File: config.mk
export PLATFORM = sky130hd
export DESIGN_NAME = dwc_grid
export DESIGN_NICKNAME = d
export VERILOG_FILES = /design/src/rtl/core/dwc_pkg.sv /design/src/rtl/core/dwc_grid.sv
export SDC_FILE = /design/constraint.sdc
export NUM_CORES = 2
export LEC_CHECK = 0
export BUFFER_PORTS_ARGS = -buffer_cell sky130_fd_sc_hd__buf_4
export CORE_ASPECT_RATIO = 2
export CORE_UTILIZATION = 55
export DETAILED_ROUTE_END_ITERATION = 8
export PLACE_DENSITY = 0.7
export SLEW_MARGIN = 20
export SYNTH_ARGS = -nofsm -noshare
export SYNTH_HDL_FRONTEND = slang
export SYNTH_SLANG_ARGS = --single-unit
File: constraint.sdc
create_clock -name clk_i -period 24.9 [get_ports clk_i]
set_clock_uncertainty 0.2 [all_clocks]
set_input_delay 2.49 -clock clk_i [delete_from_list [all_inputs] [get_ports clk_i]]
set_output_delay 2.49 -clock clk_i [all_outputs]
set_load 0.005 [all_outputs]
File: src/rtl/core/dwc_pkg.sv
package dwc_pkg;

  localparam int FRAC_W     = 16;
  localparam int MAP_DIM    = 32;
  localparam int MAP_AW     = $clog2(MAP_DIM);
  localparam int GRID_AW    = 2 * MAP_AW;
  localparam int GRID_DEPTH = MAP_DIM * MAP_DIM;
  localparam int CELL_W     = 4;
  localparam int TEX_SIZE   = 64;
  localparam int TEX_W      = $clog2(TEX_SIZE);
  localparam int MAX_SCREEN = 2048;

  // Shared divider: dividend and quotient width, divisor width.
  localparam int DVD_W = 34;
  localparam int DSR_W = 42;
  // Accumulated side distances along the walk.
  localparam int SD_W  = 42;

  localparam logic [DVD_W-1:0] DELTA_INF = DVD_W'(1) << (2 * FRAC_W + 1);
  localparam logic [DVD_W-1:0] ONE_SQ    = DVD_W'(1) << (2 * FRAC_W);
  localparam logic [DVD_W-1:0] TEX_NUM   = DVD_W'(TEX_SIZE) << FRAC_W;
  localparam logic [21:0]      DIST_SAT  = 22'd4194303;
  localparam logic [22:0]      STEP_SAT  = 23'd4194304;

  typedef enum logic [0:0] {
    OP_WRITE = 1'b0,
    OP_CAST  = 1'b1
  } op_e;

  typedef enum logic [2:0] {
    REG_POS_X   = 3'd0,
    REG_POS_Y   = 3'd1,
    REG_DIR_X   = 3'd2,
    REG_DIR_Y   = 3'd3,
    REG_PLANE_X = 3'd4,
    REG_PLANE_Y = 3'd5,
    REG_COLS    = 3'd6,
    REG_ROWS    = 3'd7
  } reg_e;

  typedef struct packed {
    logic             start;
    logic [DVD_W-1:0] dividend;
    logic [DSR_W-1:0] divisor;
  } div_req_t;

endpackage

File: src/rtl/core/dwc_grid.sv
module dwc_grid (
  input  logic                        clk_i,
  input  logic                        rst_ni,
  output logic                        ready_o,
  input  logic                        we_i,
  input  logic [dwc_pkg::GRID_AW-1:0] waddr_i,
  input  logic [dwc_pkg::CELL_W-1:0]  wdata_i,
  input  logic [dwc_pkg::GRID_AW-1:0] raddr_i,
  output logic [dwc_pkg::CELL_W-1:0]  rdata_o
);

  logic [dwc_pkg::CELL_W-1:0]  cells_q [dwc_pkg::GRID_DEPTH];
  logic [dwc_pkg::CELL_W-1:0]  rdata_q;
  logic [dwc_pkg::GRID_AW-1:0] clr_cnt_q;
  logic                        clr_busy_q;

  // After reset every cell is swept to open, one cell per cycle.
  always_ff @(posedge clk_i or negedge rst_ni) begin
    if (!rst_ni) begin
      clr_cnt_q  <= '0;
      clr_busy_q <= 1'b1;
    end else if (clr_busy_q) begin
      clr_cnt_q <= clr_cnt_q + dwc_pkg::GRID_AW'(1);
      if (clr_cnt_q == '1) begin
        clr_busy_q <= 1'b0;
      end
    end
  end

  always_ff @(posedge clk_i) begin
    if (clr_busy_q) begin
      cells_q[clr_cnt_q] <= '0;
    end else if (we_i) begin
      cells_q[waddr_i] <= wdata_i;
    end
    rdata_q <= cells_q[raddr_i];
  end

  assign ready_o = !clr_busy_q;
  assign rdata_o = rdata_q;

endmodule

# After elaboration in Yosys (flattened, before gate mapping)
# Memory sizes are Yosys's and may differ from the RTL's. A register that Yosys moved wholly into a read port is not among the register bits.
# Cells that the tools add are included.
[totals] ram_bits=4096 n_memories=1 output_inout_bits=5 reg_bits=11 wordCells=17 in_bits=27
[op_classes] n_mux=10 n_reduce_logical=2 n_eq_ne=1 addsub=1
[memory_table] memory="cells_q" depth=1024 width=4 rd=1 rd_clocked_by_memory_dff=1 wr=1 line="dwc_grid.sv:12" rtl="logic [dwc_pkg::CELL_W-1:0] cells_q [dwc_pkg::GRID_DEPTH];"
[op_table] operator="$add A10 B1 Y10 const B" n=1
[op_table] operator="$eq A10 B10 Y1 const B" n=1
[op_table] operator="$mux W10" n=1
[op_table] operator="$mux W1" n=8
[op_table] operator="$mux W4" n=1
[op_table] operator="$reduce_or A4 Y1" n=1
[op_table] operator="$logic_not A1 Y1" n=1

# Depth between registers and ports, before layout
[logic_depth] ltp_word=5 ltp_mapped=15 mapped_depth_nobuf=8

# Worst setup path before layout
# OpenSTA, ideal clock, no wires.
[synth_path] kind="in2reg" startpoint="input we_i" endpoint="memory cells_q[0][0] in the netlist's numbering, data pin" arrival_time_ps=16224 cell_stages=5 setup_ps=2869 required_ps=21831 n_path_buf=3 setup_slack_ps=5606 path_cell_list="nor2b_1 > clkbuf_1 > clkbuf_1 > clkbuf_1 > and2_1"
[synth_via] elab_chain_len=5
[synth_rtl] element="start, declared" line="dwc_grid.sv:5" rtl="input logic we_i,"
[synth_rtl] element="$mux W1" line="dwc_grid.sv:33" rtl="end else if (we_i) begin"
[synth_rtl] element="$mux W1" line="dwc_grid.sv:31" rtl="if (clr_busy_q) begin"
[synth_rtl] element="$mux W1 (implied by the code)" line="dwc_grid.sv:34" rtl="cells_q[waddr_i] <= wdata_i;"
[synth_rtl] element="$reduce_or A4 Y1 (no source line)"
[synth_rtl] element="$mux W4 (no source line)"
[synth_rtl] element="end, declared" line="dwc_grid.sv:12"
# No other way between the ends.

==> summary.md <==
| Metric | Value |
|---|---|
| Outcome | finished, final reports clean |
| Cell area after synthesis | 0.163 mm^2 |
| Post-synth EDFFs | 4096 |
| GPL Wtd Cong | about 0.9 |
| Detailed Place HPWL | 274000 um |
| Starting Density | 55.2% |
| PD cells | between 70 and 80 mW/mm^2 |
| Share of cells above drive strength 1 | 20.1% |
| H-tree levels | 5 |
| Reg clk slew, reported paths | roughly 0.070 ns |
| Avg Synthesized Cell Area | 19.7 um^2 |
| Unique masters post-synth | 70 |
| CTS root buf | clkbuf_16 |
| Critical Path RT | about 25 ns |
| Peak supply drop | 0.0000539 V |
| Number of post-CTS setup repair buffers | 0 |
| Min-delay worst type | flip-flop to flip-flop |
| Post-Route WL | 441000 um |
| Critical-path cell list | buf_16 > buf_4 > buf_4 > buf_4 > buf_4 > mux4_2 > mux4_2 > and2_1 > a211oi_2 > nor4_1 > a32oi_1 > o311ai_0 |
| DR WL/cell | between 30 and 40 um |
| Setup crit start kind | primary input |
| Slew Viols, Final | 0 |
| Slew Limit Headroom | 11.0% |
| Fmax | 104 MHz |
| Static leakage | 56.2 nW |
| Cell taking the most area after synthesis | edfxtp_1 |
| Final hold violation count | 0 |
| Finished Layout Cells | 12300 |
| Synth async-reset ratio | 0.268% |
| Ports | 32 |
| Number of CTS-inserted buffers | 328 |
| Crit path DAT | 10.10 ns |
| First-pass GRT wire length | slightly above 600000 um |
| Unrepaired setup endpoints after global routing | false |
| Cts hold-fix bufs | 0 |
| Final Setup Violations | 0 |
| Post-synthesis sequential area ratio | 75.9% |
| Most frequent cells after synthesis | 4096 x edfxtp_1, 1110 x nor2_1, 926 x mux4_2 |
| GRT Total Usage | 29.7% |
| Max-cap violations | 0 |
| Pin count of the biggest net entering global routing | 232 |
| Register bit count reported by yosys | roughly 4100 |
| Vias | 82500 |
| Avg Vias per Cell | 6.69 |
| Critical Path End Type | flip-flop |
| Core area | 0.295 mm^2 |
| Port bufs | 31 |
| Yosys Warn Count | 0 |
| Vias in the first global route | between 80000 and 90000 |
| Die Width | 387 um |
| Initial antenna violation count | 20 |
| Design area | 0.177 mm^2 |
| Fin crit share | 38.5% |
| Crit Path Max Fanout | 99 |
| CP peak stage delay | 0.99 ns |
| DR iter-0 viols | 9568 |
| Fillcell total | 20200 |
| Top_reg_cell synth | edfxtp_1 |
| Slowest library cell on the worst path | a32oi_1 |
| Total gr overflow | 0 |
| CTS Sinks | 4111 |
| Yosys top cell area share | about three quarters |
| Top post-synthesis cells by area | edfxtp_1 76%, mux4_2 13%, mux2i_1 2.8% |
| Slew @ Worst Pin | approximately 1.3 ns |
| CTS tree | built |
| Cts repair resizes | 0 |
| Setup ws final | 15.32 ns |
| Drt first pass iters | 9 |
| Worst-Skew Late Latency | 0.92 ns |
| Worst setup path class | primary input to flip-flop |
| Clock buffer depth | 4 |
| Crit path top cell by count | buf_4 |
| Placed insts | 11700 |
| Synthesis-to-layout area growth | 9.00% |
| Most frequent cell after synthesis | edfxtp_1 |
| Full die area | 0.298 mm^2 |
| Post-synthesis cell count | 8239 |
| Die Y | 771 um |
| DR DRC count | 0 |
| Rows | 282 |
| Pre-CTS WS | 14.29 ns |
| Final Critical Period | 9.58 ns |
| Post-route antenna net violation count | 0 |
| Post-DP Area | 0.167 mm^2 |
| Syn nets | 8267 |
| Total negative slack | 0 ns |
| Final Net Count | slightly above 8000 |
## registers in the layout (all words and copies together) (netlist names)
signal	count
cells_q	4096
clr_busy_q	1
rdata_o	4
clr_cnt_q	10
## layout make-up
| cell class | instances | area (um^2) | area share (%) |
|---|---|---|---|
| antenna | 12 | 30.0 | 0.0169 |
| clock buffer | 408 | 8790 | 4.96 |
| clock inverter | 175 | 1640 | 0.923 |
| inverter | 9 | 51.3 | 0.0289 |
| multi-input combinational | 3542 | 36600 | 20.6 |
| sequential | 4111 | 123000 | 69.6 |
| tap | 3834 | 4800 | 2.71 |
| timing repair buffer | 242 | 2030 | 1.15 |
## stage by stage
| step | utilization, % | power, mW | hold slack (ns) |
|---|---|---|---|
| 3_3_place_gp | 56.6 | 8.43 | 0.322 |
| 4_1_cts | 60.1 | 13.5 | 0.342 |
| 3_5_place_dp | 56.6 | 8.45 | 0.332 |
| 2_1_floorplan | - | 8.30 | 0.281 |
| 6_report | 60.2 | 13.5 | 0.353 |
| 5_1_grt | 60.2 | 13.8 | 0.367 |
## layer usage
metal	GRT usage, %	vias to the layer above	wire length (um)
met5	0	-	101
met4	20.7	16	35900
met3	4.94	1245	37000
met2	52.1	4536	231000
met1	33.2	43200	137000
li1	-	33500	-
## cells in the final DEF, fill, tap and decap left out, types with 15 or more instances in the layout
cell type,instances
o221ai_1,173
nor3_1,79
clkbuf_1,64
a211oi_1,15
clkinv_1,71
nor2_1,1100
nand3_1,26
a2111oi_0,16
and2_1,23
o22ai_1,103
clkinv_2,48
nand2_1,159
bufinv_16,30
clkbuf_16,339
a22oi_1,34
a21oi_1,114
nand2_4,27
a31oi_1,17
mux4_2,926
buf_4,222
edfxtp_1,4096
mux2i_1,453
o21ai_0,71
## worst max-delay path: cells and delay by family
| kind | cells | cell delay, ns |
|---|---|---|
| mux | 2 | 1.16 |
| buf+inv | 5 | 3.69 |
| compound gates | 3 | 2.04 |
| simple gates | 2 | 0.37 |
## path summary, 6_finish.rpt
path,from,to,slack (ns),cells after the start
max reg2reg,clr_busy_q,cells_q[461][2],19.27,7
max,raddr_i[0],rdata_o[1],15.32,12
max in group asynchronous,rst_ni,clr_busy_q,23.06,1
min in group asynchronous,rst_ni,clr_cnt_q[9],1.20,1
min,clr_cnt_q[7],clr_cnt_q[7],0.35,1
min reg2reg,clr_cnt_q[7],clr_cnt_q[7],0.35,1
## cell families (layout without fill, tap and decap cells)
group | count (synthesis) | count (layout) | share of synthesized area [%]
AO/OA/AOI/OAI | 635 | 635 | 2.75
other | 0 | 12 | 0
XOR/XNOR | 9 | 9 | 0.0485
AND/OR/NAND/NOR | 1511 | 1511 | 3.74
buffers and inverters | 586 | 834 | 1.93
flip-flops | 4111 | 4111 | 75.9
adder cells (fa/ha/maj) | 1 | 1 | 0.00769
multiplexers | 1386 | 1386 | 15.7
## power breakdown
group | total, mW | switching (mW) | internal, mW
registers | 7.61 | 0.00322 | 7.61
logic | 0.690 | 0.461 | 0.229
clock network | 5.22 | 2.40 | 2.83
Power figures use the tool's default switching activity.
