===== config.mk =====
export PLATFORM = sky130hd
export DESIGN_NAME = dwc_divider
export DESIGN_NICKNAME = d
export VERILOG_FILES = /design/src/rtl/core/dwc_pkg.sv /design/src/rtl/core/dwc_divider.sv
export SDC_FILE = /design/constraint.sdc
export NUM_CORES = 1
export LEC_CHECK = 0
export ABC_AREA = 1
export BUFFER_PORTS_ARGS = -buffer_cell sky130_fd_sc_hd__buf_4
export CAP_MARGIN = 20
export CORE_ASPECT_RATIO = 0.5
export CORE_MARGIN = 2
export CORE_UTILIZATION = 49
export CTS_CLUSTER_SIZE = 24
export DETAILED_ROUTE_END_ITERATION = 7
export PLACE_DENSITY = 0.78
export SETUP_SLACK_MARGIN = 0.2
export SLEW_MARGIN = 20
export SYNTH_ARGS = -nofsm -noshare
export SYNTH_HDL_FRONTEND = slang
export SYNTH_SLANG_ARGS = --single-unit

===== constraint.sdc =====
create_clock -name clk_i -period 3.5 [get_ports clk_i]
set_clock_uncertainty 0.1 [all_clocks]
set_input_delay 0.525 -clock clk_i [delete_from_list [all_inputs] [get_ports clk_i]]
set_output_delay 0.525 -clock clk_i [all_outputs]
set_load 0.02 [all_outputs]

===== src/rtl/core/dwc_pkg.sv =====
package dwc_pkg;

  localparam int FRAC_W     = 16;
  localparam int MAP_DIM    = 32;
  localparam int MAP_AW     = $clog2(MAP_DIM);
  localparam int GRID_AW    = 2 * MAP_AW;
  localparam int GRID_DEPTH = MAP_DIM * MAP_DIM;
  localparam int CELL_W     = 4;
  localparam int TEX_SIZE   = 64;
  localparam int TEX_W      = $clog2(TEX_SIZE);
  localparam int MAX_SCREEN = 2048;

  // Shared divider: dividend and quotient width, divisor width.
  localparam int DVD_W = 34;
  localparam int DSR_W = 42;
  // Accumulated side distances along the walk.
  localparam int SD_W  = 42;

  localparam logic [DVD_W-1:0] DELTA_INF = DVD_W'(1) << (2 * FRAC_W + 1);
  localparam logic [DVD_W-1:0] ONE_SQ    = DVD_W'(1) << (2 * FRAC_W);
  localparam logic [DVD_W-1:0] TEX_NUM   = DVD_W'(TEX_SIZE) << FRAC_W;
  localparam logic [21:0]      DIST_SAT  = 22'd4194303;
  localparam logic [22:0]      STEP_SAT  = 23'd4194304;

  typedef enum logic [0:0] {
    OP_WRITE = 1'b0,
    OP_CAST  = 1'b1
  } op_e;

  typedef enum logic [2:0] {
    REG_POS_X   = 3'd0,
    REG_POS_Y   = 3'd1,
    REG_DIR_X   = 3'd2,
    REG_DIR_Y   = 3'd3,
    REG_PLANE_X = 3'd4,
    REG_PLANE_Y = 3'd5,
    REG_COLS    = 3'd6,
    REG_ROWS    = 3'd7
  } reg_e;

  typedef struct packed {
    logic             start;
    logic [DVD_W-1:0] dividend;
    logic [DSR_W-1:0] divisor;
  } div_req_t;

endpackage


===== src/rtl/core/dwc_divider.sv =====
module dwc_divider (
  input  logic                      clk_i,
  input  logic                      rst_ni,
  input  dwc_pkg::div_req_t         req_i,
  output logic                      done_o,
  output logic [dwc_pkg::DVD_W-1:0] quotient_o
);

  localparam int CNT_W = $clog2(dwc_pkg::DVD_W + 1);

  logic [dwc_pkg::DSR_W-1:0] rem_q;
  logic [dwc_pkg::DSR_W-1:0] dsr_q;
  logic [dwc_pkg::DVD_W-1:0] quo_q;
  logic [CNT_W-1:0]          cnt_q;
  logic                      busy_q;
  logic                      done_q;
  logic [dwc_pkg::DSR_W:0]   trial;
  logic                      fits;

  // Restoring division, one quotient bit per cycle; the dividend shifts out
  // of quo_q as the quotient shifts in.
  always_comb begin
    trial = {rem_q, quo_q[dwc_pkg::DVD_W-1]};
    fits  = trial >= {1'b0, dsr_q};
  end

  always_ff @(posedge clk_i or negedge rst_ni) begin
    if (!rst_ni) begin
      rem_q  <= '0;
      dsr_q  <= '0;
      quo_q  <= '0;
      cnt_q  <= '0;
      busy_q <= 1'b0;
      done_q <= 1'b0;
    end else begin
      done_q <= 1'b0;
      if (req_i.start) begin
        rem_q  <= '0;
        dsr_q  <= req_i.divisor;
        quo_q  <= req_i.dividend;
        cnt_q  <= CNT_W'(dwc_pkg::DVD_W);
        busy_q <= 1'b1;
      end else if (busy_q) begin
        rem_q <= fits ? dwc_pkg::DSR_W'(trial - {1'b0, dsr_q}) : trial[dwc_pkg::DSR_W-1:0];
        quo_q <= {quo_q[dwc_pkg::DVD_W-2:0], fits};
        cnt_q <= cnt_q - CNT_W'(1);
        if (cnt_q == CNT_W'(1)) begin
          busy_q <= 1'b0;
          done_q <= 1'b1;
        end
      end
    end
  end

  assign done_o     = done_q;
  assign quotient_o = quo_q;

endmodule


* Yosys cells after proc, flatten, opt, wreduce, memory -nomap -nowiden *
Cells that the tools add are included.

word-level totals
  register bits = 126
  input port bits = 79
  output and inout bits = 35
  word-level logic and storage cells = 24

operators by class
  add/sub/neg operators = 2
  magnitude comparators = 1
  equality and inequality tests = 1
  muxes and demuxes = 13
  reduce and logical (&&, ||, !) cells = 1

operator list
  cell                 number
  $mux 42              3
  $mux 34              2
  $ge 43x42->1         1
  $sub 42x42->42       1
  $mux 6               2
  $eq 6x1->1 const B   1
  $mux 1               6
  $sub 6x1->6 const B  1
  $reduce_bool 2->1    1

* Depth between registers and ports, before layout *
  word-level depth = 4
  depth in mapped cells = 17
  gate-level depth less buffers = 16

* Least setup slack after synthesis *
No wires, ideal clock.

  path type = register -> register
  start point = register quo_q, in the netlist quotient_o[33]
  end point = register rem_q[38] (netlist name)
  arrival = 2000 ps
  path slack = 1284 ps
  cell stages (with the launch flop) = 17
  buffers on the path = 0
  clock period less this slack = 2216 ps
  cells stage by stage = dfrtp_1 inv_1 ha_1 inv_1 fa_1 nand2_1 nand3_1 nand2_1 nand2_1 nand2_1 nand3_1 nand2_1 nand2_1 nand2_1 nand3_1 nand2_1 nand2_1

on the way
  cells in the longest elaborated chain, start to end = 4
  elaborated cells on any way between the ends = 5
  classes of those cells = add/sub: 1; order compare: 1; mux: 3

ends and longest elaborated chain
  element                                         RTL line                              RTL
  from (decl)                                     dwc_divider.sv:13                     logic [dwc_pkg::DVD_W-1:0] quo_q;
  from (signal assigned)                          dwc_divider.sv:40                     quo_q <= req_i.dividend;
  from (signal assigned)                          dwc_divider.sv:45                     quo_q <= {quo_q[dwc_pkg::DVD_W-2:0], fits};
  $sub 42x42->42 or $ge 43x42->1 (tied branches)  dwc_divider.sv:44, dwc_divider.sv:24
  $mux 42 (*)                                     dwc_divider.sv:44                     rem_q <= fits ? dwc_pkg::DSR_W'(trial - {1'b0, dsr_q}) : trial[dwc_pkg::DSR_W-1:0];
  $mux 42 (*)                                     dwc_divider.sv:43                     end else if (busy_q) begin
  $mux 42 (*)                                     dwc_divider.sv:37                     if (req_i.start) begin
  to (signal assigned)                            dwc_divider.sv:44
  to (decl)                                       dwc_divider.sv:11                     logic [dwc_pkg::DSR_W-1:0] rem_q;

Every way passes the cells marked *; elsewhere a longest branch is shown, timed or not. The select of a mux whose other input is x is not followed.
A chain may end at the register's enable or synchronous reset.

* Worst setup path in the final report *
  start point = register rem_q[19] (netlist name)
  end point = register rem_q[20] (netlist name)

on the way
  cells in the longest elaborated chain, start to end = 4
  elaborated cells on any way between the ends = 5
  classes of those cells = add/sub: 1; order compare: 1; mux: 3

ends and longest elaborated chain
  element                                         RTL line
  $sub 42x42->42 or $ge 43x42->1 (tied branches)  dwc_divider.sv:44, dwc_divider.sv:24
  $mux 42 (*)                                     dwc_divider.sv:44
  $mux 42 (*)                                     dwc_divider.sv:43
  $mux 42 (*)                                     dwc_divider.sv:37

Marked as above.

==> impl_metrics.env <==
export IMPL_status="complete, no violations"
export IMPL_grt_pass1_vias=8273
export IMPL_r2r_end="rem_q[20]$_DFFE_PN0P_"
export IMPL_rsz0062_at_grt="no"
export IMPL_period_needed_ns=2.73
export IMPL_via_count=8526
export IMPL_seq_area_mm2=0.00315
export IMPL_crit_top_cell="nand2_1"
export IMPL_synth_edff_count=0
export IMPL_r2r_cells=13
export IMPL_synth_area_leaders="dfrtp_1 (36%), nand2_1 (22%), inv_1 (9.4%), ha_1 (6.3%), nand3_1 (4.1%)"
export IMPL_grt_pass1_wl_um=40700
export IMPL_cts_resized=0
export IMPL_crit_fanout=40
export IMPL_final_max_slew_viol_count=0
export IMPL_worstHoldPathType="in2reg"
export IMPL_netlist_instances=1303
export IMPL_drtPass1Iterations=8
export IMPL_numPortBuffers=113
export IMPL_finalSetupViolCount=0
export IMPL_syn_area_per_cell_um2=6.68
export IMPL_synth_top_area_cell="dfrtp_1"
export IMPL_fmax_ghz=0.366
export IMPL_finalNetCount=1534
export IMPL_worstMarginPinSlew_ns=0.886
export IMPL_synth_most_common_cell="nand2_1"
export IMPL_area_growth_pct=19.9
export IMPL_required_ns=3.70
export IMPL_crit_path_max_incr_delay_ns=0.43
export IMPL_crit_type="reg2reg"
export IMPL_row_count=34
export IMPL_hp_start="req_i[2]"
export IMPL_grtUsageTotal_pct=27.1
export IMPL_numClockSinks=126
export IMPL_crit_family="simple AND/OR/NAND/NOR gates"
export IMPL_grt_max_degree=67
export IMPL_holdBufCountCts=1
export IMPL_n_antenna_cell=0
export IMPL_fillers=1621
export IMPL_p_leak_uw=0.00582
export IMPL_synth_fp_nets=1427
export IMPL_synth_top_cells_by_count="nand2_1 (499), inv_1 (218), dfrtp_1 (126)"
export IMPL_cts_max_level=4
export IMPL_p_per_area_mw_per_mm2=843
export IMPL_io_pins=114
export IMPL_worst_path_max_delay_cell="dfrtp_1"
export IMPL_yosysTopAreaCellShare_pct=36.2
export IMPL_dieArea_mm2=0.0189
export IMPL_ys_types=36
export IMPL_cp_arrival_ns=2.93
export IMPL_fp_dieW_um=192
export IMPL_ys_warn_count=0
export IMPL_gp_congestion=1.03
export IMPL_wl_um=24100
export IMPL_antenna_found_initial=0
export IMPL_ir_worst_vdd_mv=0.392
export IMPL_layout_setup_ws_ns=0.765
export IMPL_drt_iter0_markers=738
export IMPL_maxCapViolCount=0
export IMPL_hold_depth=3
export IMPL_cts_tree="yes"
export IMPL_post_route_drc_count=0
export IMPL_dp_hpwl_um=18000
export IMPL_cts_setup_buffers=0
export IMPL_multiInputGateArea_mm2=0.00454
export IMPL_max_clock_path_buffers=2
export IMPL_avgRoutedWirePerCell_um=14.6
export IMPL_hold_viol_final=0
export IMPL_cp_end_kind="flip-flop"
export IMPL_numCtsBuffers=17
export IMPL_fp_coreArea_mm2=0.0174
export IMPL_root_buffer="clkbuf_16"
export IMPL_antenna_left=0
export IMPL_path_depth=13
export IMPL_drive_gt1_share_pct=12.0
export IMPL_crit_chain="ha_1, nand2_1, nor2_1, nand2_1, nor2_1, nand3_1, nand2_1, nor2_4, nand2_8, buf_4, nand2_1, nand3_1, o21ai_1"
export IMPL_synthArstFlopShare_pct=100
export IMPL_critPathLaunchType="flip-flop"
export IMPL_start_util_pct=50.0
export IMPL_clock_latency_ns=0.43
export IMPL_overflow=0
export IMPL_dp_slack_ns=0.866
export IMPL_fin_crit_sh_pct=78.1
export IMPL_ys_seq_elements=126
export IMPL_maxSlewHeadroom_pct=40.9
export IMPL_synth_area_mm2=0.00870
export IMPL_cp_buffers_inverters=1
export IMPL_reg2reg_slack_ns=0.77
export IMPL_die_height_um=98.2
export IMPL_hold_end="dsr_q[2]$_DFFE_PN0P_"
export IMPL_cts_clk_slew_worst_paths_ns=0.06
export IMPL_ys_seq_area_share_pct=36.2
export IMPL_post_drt_via_cell_ratio=5.15
export IMPL_synthFlopType="dfrtp_1"
export IMPL_reg2reg_from="rem_q[19]$_DFFE_PN0P_"
export IMPL_finalSetupTns_ns=0
==> report_power, final <==
group	switching (uW)	leakage (uW)	total (uW)	internal, uW
Clock	730	0.000322	2030	1300
Combinational	3100	0.00393	4740	1640
Sequential	248	0.00157	2030	1780
==> logic make-up after synthesis <==
group	count (synthesis)	synth area share, %
buf+inv	257	11.6
xor+xnor	22	2.21
simple gates	693	32.5
flops	126	36.2
compound gates	160	10.9
fa+ha+maj	45	6.56
==> metrics by stage <==
stage | instances | instance area, um^2 | utilization (%) | power, uW | hold slack (ns)
finish | 1657 | 10400 | 60.0 | 8800 | 0.196
global route | 1657 | 10400 | 60.0 | 9530 | 0.200
CTS | 1657 | 10400 | 60.0 | 8750 | 0.190
detailed placement | 1624 | 9760 | 56.1 | 6640 | 0.391
global placement | 1624 | 9760 | 56.1 | 6580 | 0.364
floorplan | 1303 | 8700 | - | 5530 | 0.129
==> how the worst max path moves through the flow <==
stage                                           from                    end  slack (ns)
after floorplan           quotient_o[33]$_DFFE_PN0P_  rem_q[38]$_DFFE_PN0P_        1.28
after global placement         rem_q[21]$_DFFE_PN0P_  rem_q[35]$_DFFE_PN0P_        0.88
after detailed placement        rem_q[1]$_DFFE_PN0P_  rem_q[31]$_DFFE_PN0P_        0.87
after CTS                      rem_q[19]$_DFFE_PN0P_  rem_q[35]$_DFFE_PN0P_        0.83
after global routing           rem_q[19]$_DFFE_PN0P_  rem_q[28]$_DFFE_PN0P_        0.51
final                          rem_q[19]$_DFFE_PN0P_  rem_q[20]$_DFFE_PN0P_        0.77
==> placed cells by master (no fill, tap or decap), types with 4 or more instances in the layout <==
| master | count |
|---|---|
| nor3_1 | 8 |
| dfrtp_1 | 126 |
| inv_6 | 4 |
| o21ai_1 | 15 |
| o21bai_1 | 5 |
| nor2_2 | 6 |
| nand2_1 | 499 |
| ha_1 | 44 |
| bufinv_16 | 5 |
| nor2_1 | 79 |
| inv_1 | 218 |
| o21ai_0 | 59 |
| buf_4 | 123 |
| nand3b_1 | 12 |
| nand4_1 | 7 |
| xor2_1 | 6 |
| o221ai_1 | 30 |
| nand3_1 | 71 |
| clkbuf_16 | 17 |
| xnor2_1 | 16 |
| nand2_2 | 4 |
| clkinv_4 | 4 |
| a21oi_1 | 42 |
==> state kept, by name, summed over array words and instances, names as in the netlist <==
| register | cells |
|---|---|
| busy_q | 1 |
| cnt_q | 6 |
| done_o | 1 |
| dsr_q | 42 |
| quotient_o | 34 |
| rem_q | 42 |
==> cell type report <==
| cell class | count | area share [%] |
|---|---|---|
| Multi-Input combinational cell | 920 | 43.5 |
| Sequential cell | 126 | 30.2 |
| Timing Repair Buffer | 125 | 9.14 |
| Inverter | 220 | 7.91 |
| Clock buffer | 18 | 4.21 |
| Tap cell | 234 | 2.81 |
| Clock inverter | 14 | 2.18 |
==> tightest hold or removal path: cells and delay by family <==
kind	cells	cell delay, ns
buffers and inverters	1	0.07
AO/OA/AOI/OAI	1	0.05
AND/OR/NAND/NOR	1	0.04
==> routing by layer <==
layer  vias to the layer above  wire [um]  global-route usage [%]
li1                       4287          -                       -
met1                      3936      12000                    39.5
met2                       272      10300                    40.4
met3                        31       1600                    6.40
met4                         0        288                    6.99
met5                         -          0                       0
Power figures use the tool's default switching activity.
